**config.mk**
```make
export PLATFORM = sky130hd
export DESIGN_NAME = bounded_deque_with_delete_top_flat
export DESIGN_NICKNAME = d
export VERILOG_FILES = /design/src/rtl/core/bdq_pkg.sv /design/src/rtl/core/bdq_ifs.sv /design/src/rtl/core/bdq_store.sv /design/src/rtl/core/bdq_ctrl.sv /design/src/rtl/core/bounded_deque_with_delete_top.sv /design/src/flat_wrapper.sv
export SDC_FILE = /design/constraint.sdc
export NUM_CORES = 1
export LEC_CHECK = 0
export BUFFER_PORTS_ARGS = -buffer_cell sky130_fd_sc_hd__buf_4
export CAP_MARGIN = 20
export CELL_PAD_IN_SITES_DETAIL_PLACEMENT = 1
export CELL_PAD_IN_SITES_GLOBAL_PLACEMENT = 1
export CORE_ASPECT_RATIO = 1.25
export CORE_MARGIN = 4
export CORE_UTILIZATION = 40
export CTS_CLUSTER_SIZE = 20
export DETAILED_ROUTE_END_ITERATION = 8
export HOLD_SLACK_MARGIN = 0.03
export PLACE_DENSITY_LB_ADDON = 0.1
export SLEW_MARGIN = 30
export SYNTH_ARGS = -nofsm -noshare
export SYNTH_HDL_FRONTEND = slang
export SYNTH_HIERARCHICAL = 1
export SYNTH_SLANG_ARGS = --single-unit
```
**constraint.sdc**
```tcl
create_clock -name clk -period 11 [get_ports clk]
set_input_delay 2.2 -clock clk [delete_from_list [all_inputs] [get_ports clk]]
set_output_delay 2.2 -clock clk [all_outputs]
set_load 0.02 [all_outputs]
```
**src/rtl/core/bdq_pkg.sv**
```systemverilog
// Package for the bounded deque: sizes, request and status codes, FSM states,
// inter-module structs and the ring index helper.
// No dependencies.
`default_nettype none
package bdq_pkg;

  localparam int DEPTH = 16;
  localparam int IDXW  = (DEPTH > 1) ? $clog2(DEPTH) : 1;
  localparam int CNTW  = $clog2(DEPTH + 1);
  localparam int DATAW = 32;
  localparam int REQW  = 3;
  localparam int ECW   = 5;
  localparam int STW   = 2;

  typedef enum logic [REQW-1:0] {
    REQ_PUSH_BACK  = 3'd0,
    REQ_POP_BACK   = 3'd1,
    REQ_PUSH_FRONT = 3'd2,
    REQ_POP_FRONT  = 3'd3,
    REQ_DELETE     = 3'd4
  } req_code_t;

  typedef enum logic [STW-1:0] {
    STAT_OK        = 2'd0,
    STAT_EMPTY     = 2'd1,
    STAT_FULL      = 2'd2,
    STAT_NOT_FOUND = 2'd3
  } status_t;

  typedef enum logic [2:0] {
    S_IDLE,
    S_POP,
    S_DCMP,
    S_SHRD,
    S_SHWR,
    S_RESP
  } state_t;

  typedef struct packed {
    logic             wr_en;
    logic [IDXW-1:0]  wr_addr;
    logic [DATAW-1:0] wr_data;
    logic             rd_en;
    logic [IDXW-1:0]  rd_addr;
  } mem_req_t;

  typedef struct packed {
    logic signed [DATAW-1:0] popped_value;
    logic [ECW-1:0]          entry_count;
    status_t                 status;
  } result_t;

  // Ring slot that lies off places behind base; the sum stays below 2*DEPTH.
  function automatic logic [IDXW-1:0] slot_add(input logic [IDXW-1:0] base,
                                               input logic [CNTW-1:0] off);
    logic [IDXW:0] sum;
    sum = (IDXW+1)'(base) + (IDXW+1)'(off);
    if (sum >= (IDXW+1)'(DEPTH)) begin
      sum = sum - (IDXW+1)'(DEPTH);
    end
    return sum[IDXW-1:0];
  endfunction

endpackage
`default_nettype wire

```
**src/rtl/core/bdq_ifs.sv**
```systemverilog
// Valid/ready channel interfaces for the deque request and result beats.
// Depends on bdq_pkg.
`default_nettype none
interface bdq_req_if;
  logic                             valid;
  logic                             ready;
  logic [bdq_pkg::REQW-1:0]         req_type;
  logic signed [bdq_pkg::DATAW-1:0] item_value;

  modport source(output valid, output req_type, output item_value, input ready);
  modport sink(input valid, input req_type, input item_value, output ready);
endinterface

interface bdq_rsp_if;
  logic                             valid;
  logic                             ready;
  logic signed [bdq_pkg::DATAW-1:0] popped_value;
  logic [bdq_pkg::ECW-1:0]          entry_count;
  logic [bdq_pkg::STW-1:0]          status;

  modport source(output valid, output popped_value, output entry_count,
                 output status, input ready);
  modport sink(input valid, input popped_value, input entry_count,
               input status, output ready);
endinterface
`default_nettype wire

```
**src/rtl/core/bdq_store.sv**
```systemverilog
// Ring entry store: one write port, one read port with registered read data.
// Depends on bdq_pkg.
`default_nettype none
module bdq_store (
  input  wire logic                         clk,
  input  wire bdq_pkg::mem_req_t            mem_req,
  output logic [bdq_pkg::DATAW-1:0]         rd_data
);

  logic [bdq_pkg::DATAW-1:0] mem [bdq_pkg::DEPTH];

  always_ff @(posedge clk) begin
    if (mem_req.wr_en) begin
      mem[mem_req.wr_addr] <= mem_req.wr_data;
    end
  end

  always_ff @(posedge clk) begin
    if (mem_req.rd_en) begin
      rd_data <= mem[mem_req.rd_addr];
    end
  end

endmodule
`default_nettype wire

```
**src/rtl/core/bdq_ctrl.sv**
```systemverilog
// Deque sequencer: front/count registers, request decode, delete scan and
// compaction over the ring store. Depends on bdq_pkg.
`default_nettype none
module bdq_ctrl (
  input  wire logic                           clk,
  input  wire logic                           rst_n,
  input  wire logic                           in_valid,
  output logic                                in_ready,
  input  wire logic [bdq_pkg::REQW-1:0]       in_req_type,
  input  wire logic [bdq_pkg::DATAW-1:0]      in_item_value,
  output bdq_pkg::mem_req_t                   mem_req,
  input  wire logic [bdq_pkg::DATAW-1:0]      rd_data,
  output logic                                res_valid,
  input  wire logic                           res_ready,
  output bdq_pkg::result_t                    res
);

  bdq_pkg::state_t                 state_r, state_nxt;
  logic [bdq_pkg::IDXW-1:0]        front_r, front_nxt;
  logic [bdq_pkg::CNTW-1:0]        count_r, count_nxt;
  logic [bdq_pkg::CNTW-1:0]        idx_r, idx_nxt;
  logic [bdq_pkg::DATAW-1:0]       val_r, val_nxt;
  logic [bdq_pkg::DATAW-1:0]       pop_r, pop_nxt;
  bdq_pkg::status_t                stat_r, stat_nxt;
  logic                            is_full;
  logic                            is_empty;
  logic [bdq_pkg::CNTW-1:0]        idx_inc;

  assign is_full  = (count_r == bdq_pkg::CNTW'(bdq_pkg::DEPTH));
  assign is_empty = (count_r == '0);
  assign idx_inc  = idx_r + bdq_pkg::CNTW'(1);

  always_ff @(posedge clk) begin
    if (!rst_n) begin
      state_r <= bdq_pkg::S_IDLE;
      front_r <= '0;
      count_r <= '0;
    end else begin
      state_r <= state_nxt;
      front_r <= front_nxt;
      count_r <= count_nxt;
    end
  end

  always_ff @(posedge clk) begin
    idx_r  <= idx_nxt;
    val_r  <= val_nxt;
    pop_r  <= pop_nxt;
    stat_r <= stat_nxt;
  end

  always_comb begin
    state_nxt = state_r;
    front_nxt = front_r;
    count_nxt = count_r;
    idx_nxt   = idx_r;
    val_nxt   = val_r;
    pop_nxt   = pop_r;
    stat_nxt  = stat_r;
    mem_req   = '0;
    in_ready  = 1'b0;
    res_valid = 1'b0;

    unique case (state_r)
      bdq_pkg::S_IDLE: begin
        in_ready = 1'b1;
        if (in_valid) begin
          val_nxt   = in_item_value;
          pop_nxt   = '0;
          stat_nxt  = bdq_pkg::STAT_OK;
          idx_nxt   = '0;
          state_nxt = bdq_pkg::S_RESP;
          unique case (in_req_type)
            bdq_pkg::REQ_PUSH_BACK: begin
              if (is_full) begin
                stat_nxt = bdq_pkg::STAT_FULL;
              end else begin
                mem_req.wr_en   = 1'b1;
                mem_req.wr_addr = bdq_pkg::slot_add(front_r, count_r);
                mem_req.wr_data = in_item_value;
                count_nxt       = count_r + bdq_pkg::CNTW'(1);
              end
            end
            bdq_pkg::REQ_PUSH_FRONT: begin
              if (is_full) begin
                stat_nxt = bdq_pkg::STAT_FULL;
              end else begin
                front_nxt = (front_r == '0) ? bdq_pkg::IDXW'(bdq_pkg::DEPTH - 1)
                                            : front_r - bdq_pkg::IDXW'(1);
                mem_req.wr_en   = 1'b1;
                mem_req.wr_addr = front_nxt;
                mem_req.wr_data = in_item_value;
                count_nxt       = count_r + bdq_pkg::CNTW'(1);
              end
            end
            bdq_pkg::REQ_POP_BACK, bdq_pkg::REQ_POP_FRONT: begin
              if (is_empty) begin
                stat_nxt = bdq_pkg::STAT_EMPTY;
              end else begin
                mem_req.rd_en   = 1'b1;
                mem_req.rd_addr = (in_req_type == bdq_pkg::REQ_POP_FRONT) ? front_r :
                                  bdq_pkg::slot_add(front_r, count_r - bdq_pkg::CNTW'(1));
                idx_nxt   = (in_req_type == bdq_pkg::REQ_POP_FRONT) ? bdq_pkg::CNTW'(1)
                                                                    : '0;
                state_nxt = bdq_pkg::S_POP;
              end
            end
            bdq_pkg::REQ_DELETE: begin
              if (is_empty) begin
                stat_nxt = bdq_pkg::STAT_NOT_FOUND;
              end else begin
                mem_req.rd_en   = 1'b1;
                mem_req.rd_addr = front_r;
                state_nxt       = bdq_pkg::S_DCMP;
              end
            end
            default: ;
          endcase
        end
      end

      bdq_pkg::S_POP: begin
        // idx_r flags a front pop
        pop_nxt   = rd_data;
        count_nxt = count_r - bdq_pkg::CNTW'(1);
        if (idx_r[0]) begin
          front_nxt = bdq_pkg::slot_add(front_r, bdq_pkg::CNTW'(1));
        end
        state_nxt = bdq_pkg::S_RESP;
      end

      bdq_pkg::S_DCMP: begin
        if (rd_data == val_r) begin
          state_nxt = bdq_pkg::S_SHRD;
        end else if (idx_inc == count_r) begin
          stat_nxt  = bdq_pkg::STAT_NOT_FOUND;
          state_nxt = bdq_pkg::S_RESP;
        end else begin
          idx_nxt         = idx_inc;
          mem_req.rd_en   = 1'b1;
          mem_req.rd_addr = bdq_pkg::slot_add(front_r, idx_inc);
        end
      end

      bdq_pkg::S_SHRD: begin
        if (idx_inc < count_r) begin
          mem_req.rd_en   = 1'b1;
          mem_req.rd_addr = bdq_pkg::slot_add(front_r, idx_inc);
          state_nxt       = bdq_pkg::S_SHWR;
        end else begin
          count_nxt = count_r - bdq_pkg::CNTW'(1);
          state_nxt = bdq_pkg::S_RESP;
        end
      end

      bdq_pkg::S_SHWR: begin
        // move the entry one slot toward the front
        mem_req.wr_en   = 1'b1;
        mem_req.wr_addr = bdq_pkg::slot_add(front_r, idx_r);
        mem_req.wr_data = rd_data;
        idx_nxt         = idx_inc;
        state_nxt       = bdq_pkg::S_SHRD;
      end

      bdq_pkg::S_RESP: begin
        res_valid = 1'b1;
        if (res_ready) begin
          state_nxt = bdq_pkg::S_IDLE;
        end
      end

      default: state_nxt = bdq_pkg::S_IDLE;
    endcase
  end

  assign res.popped_value = pop_r;
  assign res.entry_count  = bdq_pkg::ECW'(count_r);
  assign res.status       = stat_r;

endmodule
`default_nettype wire

```
**src/rtl/core/bounded_deque_with_delete_top.sv**
```systemverilog
// Bounded deque with delete-first-match: top level with result output register.
// Path, accept to out beat: push, empty pop and unknown codes pass S_IDLE, S_RESP and the output
// register; a pop adds S_POP; delete adds S_DCMP per entry scanned and, on a hit, S_SHRD and
// S_SHWR per entry moved, then a final S_SHRD. One request in flight: it holds the sequencer
// until the output register (empty or out_rsp.ready) takes its reply. Reset (rst_n low, synchronous):
// queue empty, front at slot 0; store contents are kept and never read before written.
`default_nettype none
module bounded_deque_with_delete_top (
  input  wire logic  clk,
  input  wire logic  rst_n,
  bdq_req_if.sink    in_req,
  bdq_rsp_if.source  out_rsp
);

  bdq_pkg::mem_req_t          mem_req;
  logic [bdq_pkg::DATAW-1:0]  rd_data;
  logic                       res_valid;
  logic                       res_ready;
  bdq_pkg::result_t           res;
  logic                       out_valid_r;
  bdq_pkg::result_t           out_data_r;

  bdq_store u_store (
    .clk     (clk),
    .mem_req (mem_req),
    .rd_data (rd_data)
  );

  bdq_ctrl u_ctrl (
    .clk           (clk),
    .rst_n         (rst_n),
    .in_valid      (in_req.valid),
    .in_ready      (in_req.ready),
    .in_req_type   (in_req.req_type),
    .in_item_value (in_req.item_value),
    .mem_req       (mem_req),
    .rd_data       (rd_data),
    .res_valid     (res_valid),
    .res_ready     (res_ready),
    .res           (res)
  );

  assign res_ready = !out_valid_r || out_rsp.ready;

  always_ff @(posedge clk) begin
    if (!rst_n) begin
      out_valid_r <= 1'b0;
    end else if (res_ready) begin
      out_valid_r <= res_valid;
    end
  end

  always_ff @(posedge clk) begin
    if (res_ready && res_valid) begin
      out_data_r <= res;
    end
  end

  assign out_rsp.valid        = out_valid_r;
  assign out_rsp.popped_value = out_data_r.popped_value;
  assign out_rsp.entry_count  = out_data_r.entry_count;
  assign out_rsp.status       = out_data_r.status;

endmodule
`default_nettype wire
```
**src/flat_wrapper.sv**
```systemverilog
// flat-port wrapper written by rule: the top's interface ports become plain ports
module bounded_deque_with_delete_top_flat 
  (clk, rst_n, in_req_valid, in_req_req_type, in_req_item_value, in_req_ready, out_rsp_valid, out_rsp_popped_value, out_rsp_entry_count, out_rsp_status, out_rsp_ready);
  bdq_req_if in_req_i ();
  bdq_rsp_if out_rsp_i ();
  input  wire logic clk;
  input  wire logic rst_n;
  input wire logic [$bits(in_req_i.valid)-1:0] in_req_valid;
  input wire logic [$bits(in_req_i.req_type)-1:0] in_req_req_type;
  input wire logic [$bits(in_req_i.item_value)-1:0] in_req_item_value;
  output wire logic [$bits(in_req_i.ready)-1:0] in_req_ready;
  output wire logic [$bits(out_rsp_i.valid)-1:0] out_rsp_valid;
  output wire logic [$bits(out_rsp_i.popped_value)-1:0] out_rsp_popped_value;
  output wire logic [$bits(out_rsp_i.entry_count)-1:0] out_rsp_entry_count;
  output wire logic [$bits(out_rsp_i.status)-1:0] out_rsp_status;
  input wire logic [$bits(out_rsp_i.ready)-1:0] out_rsp_ready;
  assign in_req_i.valid = in_req_valid;
  assign in_req_i.req_type = in_req_req_type;
  assign in_req_i.item_value = in_req_item_value;
  assign in_req_ready = in_req_i.ready;
  assign out_rsp_valid = out_rsp_i.valid;
  assign out_rsp_popped_value = out_rsp_i.popped_value;
  assign out_rsp_entry_count = out_rsp_i.entry_count;
  assign out_rsp_status = out_rsp_i.status;
  assign out_rsp_i.ready = out_rsp_ready;
  bounded_deque_with_delete_top u_core (.clk(clk), .rst_n(rst_n), .in_req(in_req_i), .out_rsp(out_rsp_i));
endmodule
```
### Yosys cells after proc, flatten, opt, wreduce, memory -nomap -nowiden

Memories as Yosys holds them, arrays and structs flattened. A register that Yosys moved wholly into a read port is not among the register bits.
Index checks and enable logic that the tools add are counted.

| cells by class | value |
|---|---|
| reduce and logical (&&, ||, !) cells | 20 |
| add/subtract/negate cells | 14 |
| order comparisons | 6 |
| multiplexer cells | 59 |
| eq/ne operators | 23 |

Operators with widths:

| operator | number |
|---|---|
| 37-bit case mux with 2 select lines | 2 |
| 37-bit 2-to-1 mux | 2 |
| 32-bit case mux with 2 select lines | 1 |
| 5-bit 2-to-1 mux | 12 |
| 5-bit case mux with 3 select lines | 3 |
| 4-bit 2-to-1 mux | 11 |
| 42-bit 2-to-1 mux | 1 |
| 32-bit equality test | 1 |
| 32-bit 2-to-1 mux | 1 |
| 5-bit greater-or-equal comparator (second input constant) | 5 |
| 4-bit by 1-bit subtractor with 4-bit output (second input constant) | 6 |
| 4-bit by 5-bit adder with 5-bit output | 4 |
| 3-bit 2-to-1 mux | 6 |
| 3-bit case mux with 6 select lines | 1 |
| 2-bit inequality test (second input constant) | 8 |
| 3-bit by 2-bit equality test with 1-bit output (second input constant) | 4 |
| 5-bit by 1-bit adder with 5-bit output (second input constant) | 2 |
| 2-bit 2-to-1 mux | 5 |
| 5-bit case mux with 2 select lines | 1 |
| 5-bit AND reduction | 2 |
| 3-bit equality test (second input constant) | 3 |
| 1-bit 2-to-1 mux | 9 |
| 4-bit case mux with 2 select lines | 1 |
| 4-bit AND reduction | 2 |
| 22 further kinds | 29 |

| storage, ports and cells | value |
|---|---|
| RAM bits | 512 |
| register bits after elaboration | 123 |
| input bits | 39 |
| output and inout port bits | 41 |
| memories kept | 1 |
| logic and storage cells | 134 |

Memory list:

| name | words | bits a word | read ports | clocked after memory_dff | write ports | line | text |
|---|---|---|---|---|---|---|---|
| u_core.u_store.mem | 16 | 32 | 1 | 1 | 1 | bdq_store.sv:10 | `logic [bdq_pkg::DATAW-1:0] mem [bdq_pkg::DEPTH];` |

### Depth between registers and ports, before layout

Gate-level depths: netlist (run 1).

| depth | value |
|---|---|
| depth in word-level cells | 11 |
| gate-level depth with buffers | 14 |
| depth with buffers taken out | 12 |

### Modules after synthesis

Netlist (run 1), hierarchy kept.

Modules (own cells, without submodules):

| module | seq. area each (um^2) | times used | cells each | area each (um^2) |
|---|---|---|---|---|
| bdq_store | 16335.7 | 1 | 838 | 20155.6 |
| bdq_ctrl | 2372.3 | 1 | 499 | 5202.5 |
| bounded_deque_with_delete_top | 1191.1 | 1 | 44 | 1228.7 |

### Least setup slack after synthesis (run 1)

No wires, ideal clock.

| timing path | value |
|---|---|
| path type | input-to-reg |
| start | input port in_req_valid |
| end | memory u_core/u_store/mem[0][0] in the netlist's numbering, enable pin |
| path buffers | 1 |
| stages on the path | 8 |
| setup time | 0.461 ns |
| slack | 3.468 ns |
| arrival time | 7.071 ns |
| data required time | 10.539 ns |
| path through | nor4b_4 -> nand2_1 -> nor3_4 -> buf_4 -> nor2_1 -> nor2_1 -> or3b_2 -> nor3_1 |

RTL lines:

| item | line | text |
|---|---|---|
| start, declared | flat_wrapper.sv:8 | `input wire logic [$bits(in_req_i.valid)-1:0] in_req_valid;` |
| end, declared | bdq_store.sv:10 |  |

==> results of run 1 <==
cell usage in the layout (no fill, tap or decap), drive strengths merged, types with 23 or more instances in the layout:
| cell | synthesis | layout |
|---|---|---|
| a22oi | 96 | 96 |
| edfxtp | 654 | 654 |
| and2 | 35 | 35 |
| nand2 | 56 | 56 |
| inv | 27 | 30 |
| xor2 | 38 | 38 |
| ha | 23 | 23 |
| clkbuf | 30 | 93 |
| nor2 | 64 | 64 |
| buf | 41 | 114 |
| mux4 | 128 | 128 |
final cells by class:
class	instances	area [um2]
inverter	27	101
timing repair buffer	114	901
multi-input combinational	616	6450
sequential	667	19900
tap	856	1070
clock buffer	93	1900
clock inverter	29	330
fill	6087	35000
per-stage QoR:
| stage | utilization [%] | hold WS (ns) | power, mW |
|---|---|---|---|
| after floorplan | - | 0.400 | 4.43 |
| after global placement | 43.1 | 0.401 | 5.05 |
| after detailed placement | 43.2 | 0.405 | 5.08 |
| after CTS | 46.5 | 0.419 | 7.44 |
| after global routing | 46.7 | 0.429 | 7.70 |
| final | 46.7 | 0.417 | 7.36 |
worst max path at each step:
| stage | from | to | slack, ns | depth (start not counted) |
|---|---|---|---|---|
| floorplan | in_req_valid | u_core/u_store/mem[0][0]$_DFFE_PP_ | 3.47 | 8 |
| global placement | in_req_valid | u_core/u_store/mem[15][6]$_DFFE_PP_ | 4.47 | 11 |
| detailed placement | in_req_valid | u_core/u_store/mem[15][7]$_DFFE_PP_ | 4.46 | 11 |
| CTS | in_req_valid | u_core/u_store/mem[15][31]$_DFFE_PP_ | 5.08 | 11 |
| global route | in_req_valid | u_core/u_store/mem[15][31]$_DFFE_PP_ | 4.84 | 11 |
| finish | in_req_valid | u_core/u_store/mem[15][10]$_DFFE_PP_ | 5.10 | 11 |
synth_stat cells (all sizes together) (7+ instances only):
cell | number | area share, %
inv | 27 | 0.38
nor3 | 10 | 0.23
xor2 | 38 | 1.3
o21ai | 15 | 0.28
mux4 | 128 | 11
xnor2 | 11 | 0.36
and2 | 35 | 0.83
nand2 | 56 | 0.80
nand2b | 7 | 0.19
dfxtp | 13 | 0.98
nor2 | 64 | 0.90
buf | 41 | 0.92
o211ai | 8 | 0.23
ha | 23 | 1.1
nor4 | 11 | 0.26
edfxtp | 654 | 74
a21o | 7 | 0.20
nand3 | 10 | 0.19
a21oi | 22 | 0.41
a22oi | 96 | 2.7
clkbuf | 30 | 0.42
nor2b | 7 | 0.16
logic make-up after synthesis:
logic type / after synthesis / share of synthesized area (%)
multiplexers: 131 / 11.0
AO/OA/AOI/OAI: 186 / 5.13
adder cells (fa/ha/maj): 27 / 1.38
AND/OR/NAND/NOR: 223 / 4.34
XOR/XNOR: 49 / 1.61
flip-flops: 667 / 74.8
buffers and inverters: 98 / 1.73
worst max-delay path: stages:
cell and delay [ns]:
buf_4 0.12, nor4b_4 0.18, buf_4 0.56, nand2_1 0.19, nor3_4 0.13, buf_4 0.50
o211ai_1 0.20, a21oi_1 0.58, nand2_1 0.42, nor2_4 0.40, buf_4 0.58
power by group through the flow:
stage | registers, mW | clock network (mW) | logic, mW
finish | 3.36 | 2.34 | 1.65
global route | 3.39 | 2.51 | 1.80
CTS | 3.37 | 2.41 | 1.66
detailed placement | 3.42 | 0 | 1.66
global placement | 3.41 | 0 | 1.64
floorplan | 3.37 | 0 | 1.06
registers in the layout, indices dropped and copies added, names as in the netlist, 4 cells and up:
name                         count
u_core/u_store/rd_data          32
u_core/u_ctrl/idx_r              5
u_core/u_ctrl/front_r            4
u_core/u_ctrl/count_r            5
u_core/out_rsp.popped_value     32
u_core/u_ctrl/pop_r             32
u_core/u_store/mem             512
u_core/u_ctrl/val_r             32
u_core/out_rsp.entry_count       5
layer usage:
metal,global-route usage (%),vias up,wire (um)
met5,0,-,0
met4,5.47,0,1420
met3,3.01,73,3260
met2,35.7,361,37500
met1,27.0,7456,29900
li1,-,5845,-
==> flow_summary.toml, run 1 <==
[outcome]
outcome = "finished clean"

[setup_path]
rr_worst_depth = 14
cp-end-kind = "flop"
r2r-start = "u_core/u_ctrl/idx_r[0]$_DFFE_PP_"
reg2reg_to = "u_core/u_store/rd_data[19]$_DFFE_PP_"
crit_fanout = 37
crit_required_ns = 11.22
rrSetupSlack_ns = 5.70
cp-start-kind = "input pin"
path_class = "in -> reg"
cp.arrival_ns = 6.12

[worst_hold_path]
hold_start = "u_core/u_ctrl/pop_r[27]$_SDFFCE_PN0P_"
min_path_cells = 0
hold_class = "reg -> reg"
min_to = "u_core/out_rsp.popped_value[27]$_DFFE_PP_"

[global_route]
grt_max_degree = 129
grt_pass1_vias = 14714
grt-ovfl-total = 0
globalRouteTotalUtil_pct = 20.4
grt_pass1_wl_um = 104000
antenna_found_initial = 0

[clock_network]
postCtsSetupRepairBufs = 0
postCtsHoldBufs = 0
worstSkewPairLatency_ns = 0.60
cts-root-buf = "clkbuf_16"
cts_sinks = 667
cts_tree = "built"
cts.path.max_buffers = 3
cts.clk_slew.worst_paths_ns = 0.06
numCtsBuffers = 70
cts_max_level = 3
cts-resized-gates = 0

[pwr]
clockPowerShare_pct = 31.8
power_density_mw_per_mm2 = 240
pwr-share-comb_pct = 22.4
vdd_ir_drop_max_mv = 0.188
seq_power_share_pct = 45.7
p_int_mw = 5.19
leakagePower_nw = 9.89
power.switching_mw = 2.16
p_sw_share_pct = 29.4

[yosys]
ys_ff_latch = 667
synth_ff_type = "edfxtp_1"
synthesis.area_mm2 = 0.0266
synth_edf_count = 654
ys_warn_count = 6
synth.distinct_cells = 70
syn_nets = 1447
synth_area_per_cell_um2 = 19.3
synth-seq-area-share_pct = 74.8
syn_inst = 1381
synthArstFlopShare_pct = 0

[floorplan]
die_h_um = 296
die_x_um = 239
initial_core_util_pct = 40.5
io_pins = 80
die_area_mm2 = 0.0707
num_rows = 105
coreArea_mm2 = 0.0657

[placed_design]
pre_cts_slack_ns = 4.46
numPortBuffers = 79
hpwl_um = 40000
placedCellCount = 2279
place_area_mm2 = 0.0283
gp_routability_congestion = 0.748

[timing]
final_max_slew_viol_count = 0
max_freq_ghz = 0.170
setup_slack_ns = 5.10
finalSetupViolations = 0
period_minus_slack_ns = 5.90
worst_pin_slew_ns = 0.924
fin_skew_ns = 0.0213
hold_viol = 0
period_share_pct = 53.6
tns_ns = 0
grt_setup_unrepaired = "false"
maxSlewHeadroom_pct = 38.2

[final_layout]
drive_gt1_share_pct = 25.9
instances_no_fill = 2402
area_delta_synth_final_pct = 15.3
antenna_cells = 0
layout.nets = 1562
final_area_mm2 = 0.0307

[flow_run]
cap_violations = 0

[detailed_routing]
drc = 0
antenna_left = 0
vias_per_cell = 5.72
drt_iter0_markers = 1024
wl_per_cell_um = 30.0
drt-pass1-iter-count = 5
vias = 13735
wl_um = 72100
Power figures use the tool's default switching activity.
==> run 2: changes to the inputs <==
==> constraint.sdc (replaced) <==
create_clock -name clk -period 5.4 [get_ports clk]
set_input_delay 1.08 -clock clk [delete_from_list [all_inputs] [get_ports clk]]
set_output_delay 1.08 -clock clk [all_outputs]
set_load 0.02 [all_outputs]
==> run 2 against run 1 <==
  * Global-route usage grew 0.73 points
  * Combinational power is 110% higher
  * Critical path type is now reg -> reg
  * Utilization increased by 0.28 points
  * First-iteration DRC count increased by 7.2%
  * Non-clock buffer count up 11
==> flow_summary.toml, run 2 (synthesis results as in run 1) <==
[outcome]
outcome = "finished clean"

[timing]
period_minus_slack_ns = 4.42
max_freq_ghz = 0.226
period_share_pct = 81.8
fin_skew_ns = 0.0268
final_max_slew_viol_count = 0
hold_slack_ns = 0.415
maxSlewHeadroom_pct = 37.7
tns_ns = 0
setup_slack_ns = 0.981
hold_viol = 0
finalSetupViolations = 0
worst_pin_slew_ns = 0.934
grt_setup_unrepaired = "false"

[placed_design]
gp_routability_congestion = 0.798
pre_cts_slack_ns = 1.04
hpwl_um = 41800
numPortBuffers = 79
placedCellCount = 2291
place_area_mm2 = 0.0286

[pwr]
power_density_mw_per_mm2 = 485
clockPowerShare_pct = 31.3
p_sw_share_pct = 30.3
power.switching_mw = 4.54
vdd_ir_drop_max_mv = 0.274
pwr-share-comb_pct = 22.9
seq_power_share_pct = 45.9
leakagePower_nw = 9.95
p_int_mw = 10.4

[final_layout]
drive_gt1_share_pct = 26.5
final_area_mm2 = 0.0308
instances_no_fill = 2421
layout.nets = 1574
num-fill-cells = 6099
antenna_cells = 0
area_delta_synth_final_pct = 16.0
final_cell_mix = "edfxtp_1, mux4_2, buf_4"
top_register = "u_core/u_store/mem"
largest_reg_flops = 512
layout_commonest_cell = "edfxtp_1"

[setup_path]
rrSetupSlack_ns = 0.98
cp.arrival_ns = 4.77
path_class = "reg -> reg"
reg2reg_to = "u_core/u_store/rd_data[14]$_DFFE_PP_"
cp_top_family = "simple AND/OR/NAND/NOR gates"
cp-start-kind = "flop"
path_cells = "ha_1 > xor2_1 > ha_1 > and3_1 > and3_1 > nor3_1 > o21ai_0 > buf_4 > o21ai_4 > buf_12 > mux4_2 > a22oi_1 > nand2_1"
r2r-start = "u_core/u_ctrl/idx_r[0]$_DFFE_PP_"
slowest_delay_ns = 0.60
cp-end-kind = "flop"
rr_worst_depth = 13
crit_slowest_cell = "mux4_2"
crit_required_ns = 5.75
crit_fanout = 66
cp.buffers_inverters = 2
cp.depth = 13

[global_route]
grt-ovfl-total = 0
grt_pass1_wl_um = 107000
grt_max_degree = 71
antenna_found_initial = 2
globalRouteTotalUtil_pct = 21.2
grt_pass1_vias = 14563

[clock_network]
cts_sinks = 667
numCtsBuffers = 71
cts-root-buf = "clkbuf_16"
cts-resized-gates = 0
cts.path.max_buffers = 3
cts.clk_slew.worst_paths_ns = 0.07
cts_max_level = 3
postCtsSetupRepairBufs = 0
worstSkewPairLatency_ns = 0.61
postCtsHoldBufs = 0
cts_tree = "built"

[floorplan]
io_pins = 80
initial_core_util_pct = 40.5
die_x_um = 239
coreArea_mm2 = 0.0657
die_h_um = 296
die_area_mm2 = 0.0707
num_rows = 105

[worst_hold_path]
hold_class = "reg -> reg"
min_to = "u_core/out_rsp.popped_value[0]$_DFFE_PP_"
hold_start = "u_core/u_ctrl/pop_r[0]$_SDFFCE_PN0P_"
min_path_cells = 0

[detailed_routing]
drt_iter0_markers = 1098
antenna_left = 0
drc = 0
wl_per_cell_um = 30.8
vias = 13999
wl_um = 74600
vias_per_cell = 5.78
drt-pass1-iter-count = 4

[flow_run]
cap_violations = 0
-- run 2: cell count changes in the layout (fill, tap and decap cells not counted), sizes merged --
cell / delta
clkinvlp: +1
clkinv: +11
bufinv: -4
clkbuf: -4
buf: +11
inv: +4
-- run 2: worst reg2reg max path, cell delays in order, from the launching register on --
cell and delay (ns):
edfxtp_1 0.51, ha_1 0.28, xor2_1 0.25, ha_1 0.28
and3_1 0.20, and3_1 0.26, nor3_1 0.24, o21ai_0 0.18
buf_4 0.21, o21ai_4 0.21, buf_12 0.36, mux4_2 0.87
a22oi_1 0.23, nand2_1 0.08
-- run 2: how the worst max path moves through the flow --
stage / from / to / slack (ns)
finish: u_core/u_ctrl/idx_r[0]$_DFFE_PP_ / u_core/u_store/rd_data[14]$_DFFE_PP_ / 0.98
global placement: u_core/u_ctrl/idx_r[0]$_DFFE_PP_ / u_core/u_store/rd_data[8]$_DFFE_PP_ / 1.18
detailed placement: u_core/u_ctrl/idx_r[0]$_DFFE_PP_ / u_core/u_store/rd_data[6]$_DFFE_PP_ / 1.04
floorplan: in_req_valid / u_core/u_store/mem[1][0]$_DFFE_PP_ / -0.16
global route: u_core/u_ctrl/idx_r[0]$_DFFE_PP_ / u_core/u_store/rd_data[19]$_DFFE_PP_ / 0.69
CTS: u_core/u_ctrl/idx_r[0]$_DFFE_PP_ / u_core/u_store/rd_data[5]$_DFFE_PP_ / 1.01
-- run 2: layout make-up --
type,count,area (um2),share of cell area (%)
Timing Repair Buffer,125,1110,3.61
Tap cell,856,1070,3.47
Clock buffer,89,1890,6.12
Multi-Input combinational cell,616,6470,21.0
Sequential cell,667,19900,64.5
Inverter,27,101,0.329
Clock inverter,41,302,0.978
-- run 2: stage by stage --
step	total power, mW	util, %
global placement	10.3	43.5
floorplan	9.04	-
detailed placement	10.4	43.5
CTS	15.1	46.9
global route	15.7	47.0
finish	15.0	47.0
-- run 2: layer usage --
metal | share of wire [%] | global-route usage, %
met2 | 50 | 35.9
met3 | 4.9 | 3.18
met1 | 42 | 28.7
met5 | 0.023 | 0
met4 | 2.5 | 6.27
-- run 2: power by group through the flow --
stage / clock [mW] / combinational, mW / sequential, mW
3_3_place_gp: 0 / 3.38 / 6.96
5_1_grt: 5.03 / 3.71 / 6.92
4_1_cts: 4.81 / 3.45 / 6.87
2_1_floorplan: 0 / 2.17 / 6.86
6_report: 4.68 / 3.43 / 6.86
3_5_place_dp: 0 / 3.44 / 6.98
==> run 3: changes to the inputs <==
==> constraint.sdc (replaced) <==
create_clock -name clk -period 4.18 [get_ports clk]
set_input_delay 0.836 -clock clk [delete_from_list [all_inputs] [get_ports clk]]
set_output_delay 0.836 -clock clk [all_outputs]
set_load 0.02 [all_outputs]
==> run 3 against run 2 <==
  * Total power increased by 30%
  * Register-to-register slack worse by 0.67 ns
  * Cell area grew 1.8%
  * Sequential share of layout area decreased by 1.2 points
  * Critical endpoint is now u_core/u_store/rd_data[21]$_DFFE_PP_
  * Largest power group unchanged
  * Highest routed layer is now met4
==> flow_summary.toml, run 3 (synthesis results as in run 1) <==
[setup_path]
rr_worst_depth = 14
cp-start-kind = "flop"
slowest_delay_ns = 0.54
startpoint = "u_core/u_ctrl/idx_r[1]$_SDFFCE_PN0P_"
crit_slowest_cell = "mux4_2"
crit_required_ns = 4.53
cp-end-kind = "flop"
r2r-start = "u_core/u_ctrl/idx_r[1]$_SDFFCE_PN0P_"
crit_fanout = 23
endpoint = "u_core/u_store/rd_data[21]$_DFFE_PP_"
path_class = "reg -> reg"
path_cells = "ha_1 > xor2_1 > ha_1 > and3_1 > and3_1 > nor3_1 > o21ai_1 > o21ai_4 > buf_12 > buf_12 > buf_12 > mux4_2 > a22oi_1 > nand2_1"
cp.arrival_ns = 4.22
path_common_cell = "buf_12"
cp.buffers_inverters = 3
cp_top_family = "simple AND/OR/NAND/NOR gates"
cp.depth = 14
reg2reg_to = "u_core/u_store/rd_data[21]$_DFFE_PP_"
rrSetupSlack_ns = 0.31

[pwr]
power_density_mw_per_mm2 = 622
seq_power_share_pct = 45.0
p_total_mw = 19.5
clockPowerShare_pct = 30.7
vdd_ir_drop_max_mv = 0.287
p_sw_share_pct = 29.7
power.switching_mw = 5.80
leakagePower_nw = 10.3
pwr-share-comb_pct = 24.2
p_int_mw = 13.7

[final_layout]
area_delta_synth_final_pct = 18.1
instances_no_fill = 2480
drive_gt1_share_pct = 28.4
final_cell_mix = "edfxtp_1, buf_4, mux4_2"
multi_input_area_mm2 = 0.00645
layout.nets = 1637
final_area_mm2 = 0.0314
post-route-util_pct = 47.8
top_register = "u_core/u_store/mem"
num-fill-cells = 6035
layout_commonest_cell = "edfxtp_1"
largest_reg_flops = 512
regArea_mm2 = 0.0199

[timing]
final_max_slew_viol_count = 0
hold_viol = 0
tns_ns = 0
fin_skew_ns = 0.0277
period_share_pct = 92.5
period_minus_slack_ns = 3.87
worst_pin_slew_ns = 0.812
grt_setup_unrepaired = "false"
hold_slack_ns = 0.415
maxSlewHeadroom_pct = 45.3
max_freq_ghz = 0.259
finalSetupViolations = 0
setup_slack_ns = 0.313

[clock_network]
cts_sinks = 667
cts_max_level = 3
numCtsBuffers = 70
cts.path.max_buffers = 3
worstSkewPairLatency_ns = 0.61
cts_tree = "built"
cts-root-buf = "clkbuf_16"
postCtsHoldBufs = 0
cts.clk_slew.worst_paths_ns = 0.06

[detailed_routing]
drt_iter0_markers = 1263
wl_um = 74000
vias_per_cell = 5.66
wl_per_cell_um = 29.8
drt-pass1-iter-count = 5
vias = 14029
drc = 0
antenna_left = 0

[placed_design]
numPortBuffers = 79
gp_routability_congestion = 0.778
pre_cts_slack_ns = -0.00149
placedCellCount = 2353
hpwl_um = 42700
place_area_mm2 = 0.0292

[floorplan]
die_area_mm2 = 0.0707
coreArea_mm2 = 0.0657
initial_core_util_pct = 40.5
io_pins = 80
num_rows = 105
die_x_um = 239
die_h_um = 296

[global_route]
grt-ovfl-total = 0
grt_max_degree = 52
globalRouteTotalUtil_pct = 21.1
antenna_found_initial = 1
grt_pass1_wl_um = 107000
grt_pass1_vias = 14872

[flow_run]
cap_violations = 0

[outcome]
outcome = "finished clean"

[worst_hold_path]
hold_class = "reg -> reg"
-- run 3: cell types whose count changed in the layout (fill, tap and decap cells not counted), moves of 8 or more --
cell / change
buf_4: +53
nor2_1: +16
nor2_2: -18
buf_12: +8
-- run 3: worst min-delay path by stage --
| stage | end | depth (start not counted) | start | slack, ns |
|---|---|---|---|---|
| 6_report | u_core/out_rsp.popped_value[8]$_DFFE_PP_ | 0 | u_core/u_ctrl/pop_r[8]$_SDFFCE_PN0P_ | 0.42 |
| 5_1_grt | u_core/u_ctrl/val_r[27]$_DFFE_PP_ | 1 | in_req_item_value[27] | 0.39 |
| 4_1_cts | u_core/u_ctrl/val_r[27]$_DFFE_PP_ | 1 | in_req_item_value[27] | 0.38 |
| 3_5_place_dp | u_core/out_rsp.popped_value[0]$_DFFE_PP_ | 0 | u_core/u_ctrl/pop_r[0]$_SDFFCE_PN0P_ | 0.41 |
| 3_3_place_gp | u_core/out_rsp.popped_value[1]$_DFFE_PP_ | 0 | u_core/u_ctrl/pop_r[1]$_SDFFCE_PN0P_ | 0.40 |
| 2_1_floorplan | u_core/out_rsp.popped_value[0]$_DFFE_PP_ | 0 | u_core/u_ctrl/pop_r[0]$_SDFFCE_PN0P_ | 0.40 |
-- run 3: area by class of cell --
cell class                      count  area share [%]
Sequential cell                   667            63.4
Multi-Input combinational cell    616            20.5
Clock buffer                       92            6.04
Timing Repair Buffer              189            5.43
Tap cell                          856            3.41
Clock inverter                     32           0.880
Inverter                           27           0.323
Antenna cell                        1         0.00797
-- run 3: power groups by stage --
| stage | Clock (mW) | Sequential [mW] | Combinational (mW) |
|---|---|---|---|
| floorplan | 0 | 8.86 | 2.86 |
| global placement | 0 | 8.92 | 4.70 |
| detailed placement | 0 | 8.94 | 4.78 |
| CTS | 6.16 | 8.80 | 4.81 |
| global route | 6.45 | 8.85 | 5.15 |
| finish | 6.00 | 8.79 | 4.73 |
-- run 3: per-layer routing --
metal	vias up	track usage (%)	share of wire, %
met5	-	0	0
met3	91	3.32	5.0
li1	6002	-	-
met2	377	35.9	51
met4	0	5.20	2.0
met1	7559	28.7	42
-- run 3: worst register-to-register path: stages (launching register included) --
cell      delay, ns
edfxtp_1       0.44
ha_1           0.24
xor2_1         0.24
ha_1           0.27
and3_1         0.20
and3_1         0.26
nor3_1         0.23
o21ai_1        0.18
o21ai_4        0.20
buf_12         0.17
buf_12         0.12
buf_12         0.20
mux4_2         0.55
a22oi_1        0.23
nand2_1        0.08
-- run 3: repair_timing --
action                     4_1_cts  5_1_grt
pin swaps                        1        0
resized for setup                0        4
hold endpoints to repair         0        0
setup endpoints to repair        3       13
setup buffers                    2        0
